===== src/design/mlfe_pkg.sv =====
// Shared types and constants of the multichannel linear fade engine.
package mlfe_pkg;
	localparam int NUM_CHANNELS = 16;
	localparam int CH_W = (NUM_CHANNELS > 1) ? $clog2(NUM_CHANNELS) : 1;
	localparam int MAX_RESULTS = 16;
	localparam int MS_PER_SECOND = 1000;
	localparam int DIV_STEPS = 40;

	typedef enum logic [1:0] {
		CMD_SET_FADE = 2'd0,
		CMD_TICK     = 2'd1,
		CMD_REFRESH  = 2'd2,
		CMD_NONE     = 2'd3
	} cmd_t;

	// controller -> datapath
	typedef struct packed {
		logic       set_fade;
		logic       tick;
		logic       scan_start;
		logic       scan_next;
		logic       calc_start;
		logic       div_step;
		logic       commit;
	} dp_cmd_t;

	// datapath -> controller
	typedef struct packed {
		logic       found;
		logic       scan_end;
		logic       need_div;
		logic       div_done;
		logic       more_after;
	} dp_stat_t;
endpackage


===== src/design/mlfe_datapath.sv =====
// Channel state, millisecond clock, scan pointer and serial divider.
module mlfe_datapath (
	input  logic                      clk,
	input  logic                      arst_n,
	input  mlfe_pkg::dp_cmd_t         cmd,
	output mlfe_pkg::dp_stat_t        stat,
	input  logic [3:0]                in_ch,
	input  logic [7:0]                in_target,
	input  logic [15:0]               in_secs,
	output logic [3:0]                res_ch,
	output logic [7:0]                res_level
);
	import mlfe_pkg::*;

	logic [31:0] now_q;
	logic [NUM_CHANNELS-1:0] active_q;
	logic [7:0]  start_lvl_q [NUM_CHANNELS];
	logic [7:0]  end_lvl_q   [NUM_CHANNELS];
	logic [7:0]  cur_lvl_q   [NUM_CHANNELS];
	logic [31:0] start_ms_q  [NUM_CHANNELS];
	logic [15:0] len_q       [NUM_CHANNELS];
	logic [CH_W:0] ptr_q;
	logic [4:0]  cnt_q;
	logic [CH_W-1:0] idx;
	logic [39:0] rem_q;
	logic [39:0] num_q;
	logic [31:0] span_q;
	logic [5:0]  step_q;
	logic        neg_q;
	logic [7:0]  base_q;
	logic [7:0]  lvl_q;
	logic        clr_q;
	logic [31:0] elapsed, span;
	logic [8:0]  diff_mag;
	logic        diff_neg;
	logic [40:0] trial;
	logic [8:0]  q_mag;
	logic [9:0]  lvl_sum;
	logic        more;

	assign idx = ptr_q[CH_W-1:0];
	assign elapsed = now_q - start_ms_q[idx];
	assign span = 32'(len_q[idx]) * 32'(MS_PER_SECOND);
	assign diff_neg = end_lvl_q[idx] < start_lvl_q[idx];
	assign diff_mag = diff_neg ? 9'(start_lvl_q[idx] - end_lvl_q[idx])
		: 9'(end_lvl_q[idx] - start_lvl_q[idx]);
	assign trial = {rem_q, num_q[39]} - {9'd0, span_q};
	assign q_mag = num_q[8:0];
	assign lvl_sum = neg_q ? (10'(base_q) - 10'(q_mag)) : (10'(base_q) + 10'(q_mag));

	always_comb begin
		more = 1'b0;
		for (int i = 0; i < NUM_CHANNELS; i++)
			if (i > int'(ptr_q) && active_q[i]) more = 1'b1;
	end

	assign stat.found = (ptr_q < (CH_W+1)'(NUM_CHANNELS)) && active_q[idx]
		&& (cnt_q < 5'(MAX_RESULTS));
	assign stat.scan_end = (ptr_q >= (CH_W+1)'(NUM_CHANNELS)) || (cnt_q >= 5'(MAX_RESULTS));
	assign stat.need_div = (elapsed <= span) && (span != 32'd0)
		&& (cur_lvl_q[idx] != end_lvl_q[idx]);
	assign stat.div_done = (step_q == 6'd0);
	// cnt_q already counts the beat being emitted
	assign stat.more_after = more && (cnt_q < 5'(MAX_RESULTS));
	assign res_ch = 4'(idx);
	assign res_level = lvl_q;

	always_ff @(posedge clk or negedge arst_n) begin
		if (!arst_n) begin
			now_q <= '0;
			active_q <= '0;
			ptr_q <= '0;
			cnt_q <= '0;
			step_q <= '0;
			rem_q <= '0;
			num_q <= '0;
			span_q <= '0;
			neg_q <= 1'b0;
			base_q <= '0;
			lvl_q <= '0;
			clr_q <= 1'b0;
			for (int i = 0; i < NUM_CHANNELS; i++) begin
				start_lvl_q[i] <= '0;
				end_lvl_q[i] <= '0;
				cur_lvl_q[i] <= '0;
				start_ms_q[i] <= '0;
				len_q[i] <= '0;
			end
		end else begin
			if (cmd.tick) now_q <= now_q + 32'd1;
			if (cmd.set_fade && (5'(in_ch) < 5'(NUM_CHANNELS))) begin
				active_q[CH_W'(in_ch)] <= 1'b1;
				start_ms_q[CH_W'(in_ch)] <= now_q;
				start_lvl_q[CH_W'(in_ch)] <= cur_lvl_q[CH_W'(in_ch)];
				len_q[CH_W'(in_ch)] <= in_secs;
				end_lvl_q[CH_W'(in_ch)] <= in_target;
			end
			if (cmd.scan_start) begin
				ptr_q <= '0;
				cnt_q <= '0;
			end
			if (cmd.scan_next) ptr_q <= ptr_q + 1'b1;
			if (cmd.calc_start) begin
				// elapsed stays below 2^26 on a running fade; divide by span serially
				num_q <= 40'(35'(elapsed[25:0]) * 35'(diff_mag));
				rem_q <= '0;
				span_q <= span;
				neg_q <= diff_neg;
				base_q <= start_lvl_q[idx];
				step_q <= 6'(DIV_STEPS);
				lvl_q <= end_lvl_q[idx];
				clr_q <= !stat.need_div;
			end
			if (cmd.div_step) begin
				step_q <= step_q - 6'd1;
				if (!trial[40]) begin
					rem_q <= trial[39:0];
					num_q <= {num_q[38:0], 1'b1};
				end else begin
					rem_q <= {rem_q[38:0], num_q[39]};
					num_q <= {num_q[38:0], 1'b0};
				end
			end
			if (cmd.commit) begin
				if (!clr_q) lvl_q <= lvl_sum[7:0];
				cnt_q <= cnt_q + 5'd1;
			end
			if (cmd.commit && clr_q) begin
				active_q[idx] <= 1'b0;
				end_lvl_q[idx] <= '0;
				len_q[idx] <= '0;
				cur_lvl_q[idx] <= end_lvl_q[idx];
			end else if (cmd.commit) begin
				cur_lvl_q[idx] <= lvl_sum[7:0];
			end
		end
	end
endmodule


===== src/design/mlfe_ctrl.sv =====
// Sequencer of commands: scan, divide, commit and emit.
module mlfe_ctrl (
	input  logic                 clk,
	input  logic                 arst_n,
	input  logic                 in_valid,
	output logic                 in_ready,
	input  logic [1:0]           in_cmd,
	output mlfe_pkg::dp_cmd_t    cmd,
	input  mlfe_pkg::dp_stat_t   stat,
	output logic                 out_load,
	output logic                 out_last,
	input  logic                 out_free
);
	import mlfe_pkg::*;

	typedef enum logic [4:0] {
		ST_IDLE = 5'b00001,
		ST_SCAN = 5'b00010,
		ST_DIV  = 5'b00100,
		ST_CMT  = 5'b01000,
		ST_EMIT = 5'b10000
	} state_t;

	state_t state_q, state_d;
	logic acc;

	assign in_ready = (state_q == ST_IDLE);
	assign acc = in_valid && in_ready;

	always_comb begin
		cmd = '0;
		state_d = state_q;
		out_load = 1'b0;
		out_last = 1'b0;
		case (state_q)
			ST_IDLE: begin
				if (acc) begin
					case (cmd_t'(in_cmd))
						CMD_SET_FADE: cmd.set_fade = 1'b1;
						CMD_TICK: cmd.tick = 1'b1;
						CMD_REFRESH: begin
							cmd.scan_start = 1'b1;
							state_d = ST_SCAN;
						end
						default: ;
					endcase
				end
			end
			ST_SCAN: begin
				if (stat.scan_end) state_d = ST_IDLE;
				else if (stat.found) begin
					cmd.calc_start = 1'b1;
					state_d = ST_DIV;
				end else cmd.scan_next = 1'b1;
			end
			ST_DIV: begin
				if (stat.div_done) state_d = ST_CMT;
				else cmd.div_step = 1'b1;
			end
			ST_CMT: begin
				cmd.commit = 1'b1;
				state_d = ST_EMIT;
			end
			ST_EMIT: begin
				if (out_free) begin
					out_load = 1'b1;
					out_last = !stat.more_after;
					cmd.scan_next = 1'b1;
					state_d = stat.more_after ? ST_SCAN : ST_IDLE;
				end
			end
			default: state_d = ST_IDLE;
		endcase
	end

	always_ff @(posedge clk or negedge arst_n) begin
		if (!arst_n) state_q <= ST_IDLE;
		else state_q <= state_d;
	end
endmodule


===== src/design/multichannel_linear_fade_engine_top.sv =====
// Top level of the multichannel linear fade engine.
//
//  channel | direction | tdata (low bit up)                          | tuser
//  s_axis  | in        | channel_index[3:0], target_level, fade_secs | command[1:0]
//  m_axis  | out       | out_channel[3:0], out_level[7:0]            | tlast=last_of_refresh
//
// A refresh walks the channels in order; each active channel gets a 40-step serial
// divide, its done check, commit and emit. The walk ends with the last active
// channel's emit, or with a closing scan when no channel is active.
// Reset is asynchronous, active low, and clears all channel state at once.
// A stalled m_axis holds the walk; one result register buffers the beat.
module multichannel_linear_fade_engine_top (
	input  logic        clk,
	input  logic        arst_n,
	input  logic        s_axis_tvalid,
	output logic        s_axis_tready,
	input  logic [31:0] s_axis_tdata,  // channel_index[3:0], target_level[11:4], fade_seconds[27:12]
	input  logic [1:0]  s_axis_tuser,  // command[1:0]
	output logic        m_axis_tvalid,
	input  logic        m_axis_tready,
	output logic [15:0] m_axis_tdata,  // out_channel[3:0], out_level[11:4]
	output logic        m_axis_tlast
);
	import mlfe_pkg::*;

	dp_cmd_t  cmd;
	dp_stat_t stat;
	logic [3:0] res_ch;
	logic [7:0] res_level;
	logic out_load, out_last, out_free;
	logic vld_q, last_q;
	logic [15:0] data_q;

	assign out_free = !vld_q || m_axis_tready;

	mlfe_ctrl u_ctrl (
		.clk, .arst_n,
		.in_valid(s_axis_tvalid), .in_ready(s_axis_tready), .in_cmd(s_axis_tuser),
		.cmd, .stat, .out_load, .out_last, .out_free
	);

	mlfe_datapath u_dp (
		.clk, .arst_n, .cmd, .stat,
		.in_ch(s_axis_tdata[3:0]), .in_target(s_axis_tdata[11:4]),
		.in_secs(s_axis_tdata[27:12]),
		.res_ch, .res_level
	);

	// hold the result beat until taken
	always_ff @(posedge clk or negedge arst_n) begin
		if (!arst_n) vld_q <= 1'b0;
		else if (out_load) vld_q <= 1'b1;
		else if (m_axis_tready) vld_q <= 1'b0;
	end

	always_ff @(posedge clk) begin
		if (out_load) begin
			data_q <= {4'd0, res_level, res_ch};
			last_q <= out_last;
		end
	end

	assign m_axis_tvalid = vld_q;
	assign m_axis_tdata = data_q;
	assign m_axis_tlast = last_q;
endmodule


===== config.mk =====
export PLATFORM = sky130hd
export DESIGN_NAME = multichannel_linear_fade_engine_top
export DESIGN_NICKNAME = d
export VERILOG_FILES = /design/src/design/mlfe_pkg.sv /design/src/design/mlfe_datapath.sv /design/src/design/mlfe_ctrl.sv /design/src/design/multichannel_linear_fade_engine_top.sv
export SDC_FILE = /design/constraint.sdc
export NUM_CORES = 2
export LEC_CHECK = 0
export ABC_AREA = 0
export BUFFER_PORTS_ARGS = -buffer_cell sky130_fd_sc_hd__buf_2
export CAP_MARGIN = 30
export CORE_MARGIN = 4
export CORE_UTILIZATION = 60
export CTS_CLUSTER_SIZE = 8
export DETAILED_ROUTE_END_ITERATION = 16
export MAX_ROUTING_LAYER = met4
export PLACE_DENSITY = 0.76
export SLEW_MARGIN = 20
export SYNTH_ARGS = -nofsm -noshare
export SYNTH_HDL_FRONTEND = slang
export SYNTH_SLANG_ARGS = --single-unit

===== constraint.sdc =====
create_clock -name clk -period 14.4 [get_ports clk]
set_input_delay 2.88 -clock clk [delete_from_list [all_inputs] [get_ports clk]]
set_output_delay 2.88 -clock clk [all_outputs]
set_load 0.01 [all_outputs]

==> impl_metrics.ini <==
[sta]
fin_skew_ps = 43.7
tns_ps = 0
fin_crit_sh_pct = 77.3
fmax_mhz = 89.8
slew_headroom_pct = 26.4
maxSlewViolCount = 0
setup_viol = 0
rsz0062_at_grt = false
whs_ps = 458
hold_viol_final = 0
min_period_ps = 11130
timing_worst_slew_pin_value_ps = 1100

[grt]
grt_pass1_wl_mm = 362
grtUsageTotal_pct = 36.0
antenna_found_initial = 7
grt_max_degree = 192
grt_pass1_vias = 61870
grt_overflow = 0

[route]
initialDrtViolationCount = 8172
wl_met2_mm = 103
via_count = 61708
drt-pass1-iter-count = 6
wl_per_cell_um = 24.4
met3_length_mm = 31.1
final_antenna_net_count = 0
drc = 0
highest_layer = met4
wl_met1_mm = 87.3
wl_mm = 234
routed_via_density = 6.44

[cts]
clk_transition_reported_paths_ps = 50
h-tree-depth = 4
cts_made_buffers = 188
post_cts_resized = 0
cts_tree = done
clockBufferDepth = 3
cts_sinks = 1356
post-cts-setup-buffers = 0
cts_root_buffer = clkbuf_16
clock_latency_ps = 820
holdBufCountCts = 0

[yosys]
synth_warnings = 0
async_flop_share_pct = 99.0
ys_types = 109
syn_area_um2 = 76900
synth-edff-count = 13
synth_seq_area_share_pct = 44.2
synth_seq_cells = 1356
synth_flop_cell = dfrtp_1
netlist_instances = 8081
syn_area_per_cell_um2 = 9.51

[flow_run]
maxCapViolations = 0

[layout]
layout.cells.non_filler = 9581
nets = 8371
finalInstanceArea_um2 = 83800
drive_gt1_share_pct = 11.4
layout_common_cells = 2708 x nand2_1, 1339 x dfrtp_1, 528 x a21oi_1, 415 x inv_1, 409 x o21ai_0
area_growth_syn_to_layout_pct = 9.04
final_common_cell = nand2_1

[floorplan]
die_h_um = 366
io_pins = 57
die_x_um = 366
initial_utilization_pct = 60.4
rows = 131
core_um2 = 127000
die-area_um2 = 134000

[status]
status = complete, no violations

[place]
io_buffers = 48
place.gp.congestion = 0.941
placed_area_um2 = 78400
dp.cells = 9341
dp_hpwl_mm = 139

[worst_setup_path]
crit_path_max_incr_delay_ps = 850
cp-end-kind = flip-flop
cpMaxStageDelayCell = dfrtp_4
crit_path_max_fanout = 74
cp_common_cell = fa_1
worstSetupPathType = flip-flop to flip-flop
critPathLaunchType = flip-flop
arrival_ps = 11790
cp.required_ps = 15050
critical_path_buf_inv_count = 4
path_delay_family = adder cells

[min_path]
hp-class = flip-flop to flip-flop
sequential cells by signal, summed over array words and instances, names as in the netlist:
name	cells
u_dp.cur_lvl_q	128
u_dp.len_q	256
u_dp.start_lvl_q	128
u_dp.neg_q	1
u_dp.now_q	32
u_dp.step_q	6
u_ctrl.state_q	5
m_axis_tdata	12
u_dp.base_q	8
u_dp.rem_q	40
m_axis_tvalid	1
u_dp.active_q	16
u_dp.clr_q	1
u_dp.cnt_q	5
u_dp.span_q	23
u_dp.end_lvl_q	128
u_dp.num_q	40
u_dp.res_level	8
u_dp.start_ms_q	512
m_axis_tlast	1
u_dp.ptr_q	5
path summary, 6_finish.rpt:
check	from	end	slack (ps)	cells past startpoint
max	u_dp.ptr_q[1]$_DFFE_PN0P_	u_dp.num_q[33]$_DFFE_PN0P_	3270	33
min	u_dp.num_q[37]$_DFFE_PN0P_	u_dp.num_q[38]$_DFFE_PN0P_	460	2
min in group asynchronous	arst_n	u_dp.cur_lvl_q[57]$_DFFE_PN0P_	2150	1
max in group asynchronous	arst_n	u_dp.start_ms_q[202]$_DFFE_PN0P_	9860	4
min reg2reg	u_dp.num_q[37]$_DFFE_PN0P_	u_dp.num_q[38]$_DFFE_PN0P_	460	2
max reg2reg	u_dp.ptr_q[1]$_DFFE_PN0P_	u_dp.num_q[33]$_DFFE_PN0P_	3270	33
layout make-up:
type | instances | area [um^2]
Tap cell | 1662 | 2080
Clock buffer | 204 | 4850
Inverter | 421 | 1590
Clock inverter | 11 | 198
Fill cell | 9516 | 43500
Sequential cell | 1356 | 34000
Antenna cell | 7 | 17.5
Multi-Input combinational cell | 5739 | 39200
Timing Repair Buffer | 181 | 1840
per-stage QoR:
step / worst slack (ps) / utilization [%]
6_report: 3270 / 65.8
5_1_grt: 2610 / 65.8
4_1_cts: 3280 / 65.5
3_5_place_dp: 3290 / 61.6
3_3_place_gp: 3410 / 61.3
2_1_floorplan: 4830 / -
worst min-delay path: cells and delay by family, from the launching register on:
family,cells,cell delay (ps)
flip-flops,1,330
AND/OR/NAND/NOR,2,100
synthesized netlist by cell type (all sizes together), types with 6 or more instances:
cell type | number | area [um^2]
o21bai | 17 | 128
o21a | 17 | 128
xnor2 | 100 | 910
a211oi | 14 | 115
mux4 | 376 | 8470
nor2 | 373 | 1430
o22ai | 6 | 43.8
a21oi | 533 | 2690
o31ai | 14 | 115
or2 | 19 | 119
nand4 | 24 | 156
a22oi | 41 | 308
nor2b | 24 | 150
edfxtp | 13 | 390
nand3 | 100 | 500
or3 | 8 | 55.1
ha | 220 | 2750
buf | 162 | 921
nand2 | 2720 | 10200
a31oi | 17 | 134
inv | 419 | 1570
o211ai | 11 | 82.6
o221ai | 9 | 78.8
o21ai | 446 | 2240
mux2i | 35 | 350
a221o | 24 | 240
dfrtp | 1342 | 33600
a21o | 57 | 428
a221oi | 6 | 65.1
mux2 | 20 | 225
and2 | 14 | 87.6
nor4 | 10 | 75.1
nand2b | 48 | 300
xor2 | 57 | 507
or4 | 6 | 45.0
clkbuf | 406 | 1520
a22o | 6 | 52.6
fa | 226 | 4520
and3 | 21 | 131
nor3 | 38 | 250
logic make-up after synthesis:
| logic type | synth area share, % |
|---|---|
| and+or+nand+nor | 17.9 |
| adders and majority gates | 9.47 |
| AOI/OAI and AO/OA | 9.60 |
| other | 0.00488 |
| xor gates and xnor gates | 1.84 |
| muxes | 11.8 |
| buffers and inverters | 5.24 |
| DFF | 44.2 |
metal layers:
| metal | vias to the layer above | GRT usage, % |
|---|---|---|
| met1 | 30501 | 46.3 |
| met2 | 3968 | 52.4 |
| met5 | - | - |
| met4 | 0 | 16.8 |
| li1 | 26306 | - |
| met3 | 933 | 11.7 |
Power is left out: the tool's default activity adds up to more than one toggle a clock period on the data nets, which glitch-free logic cannot reach.
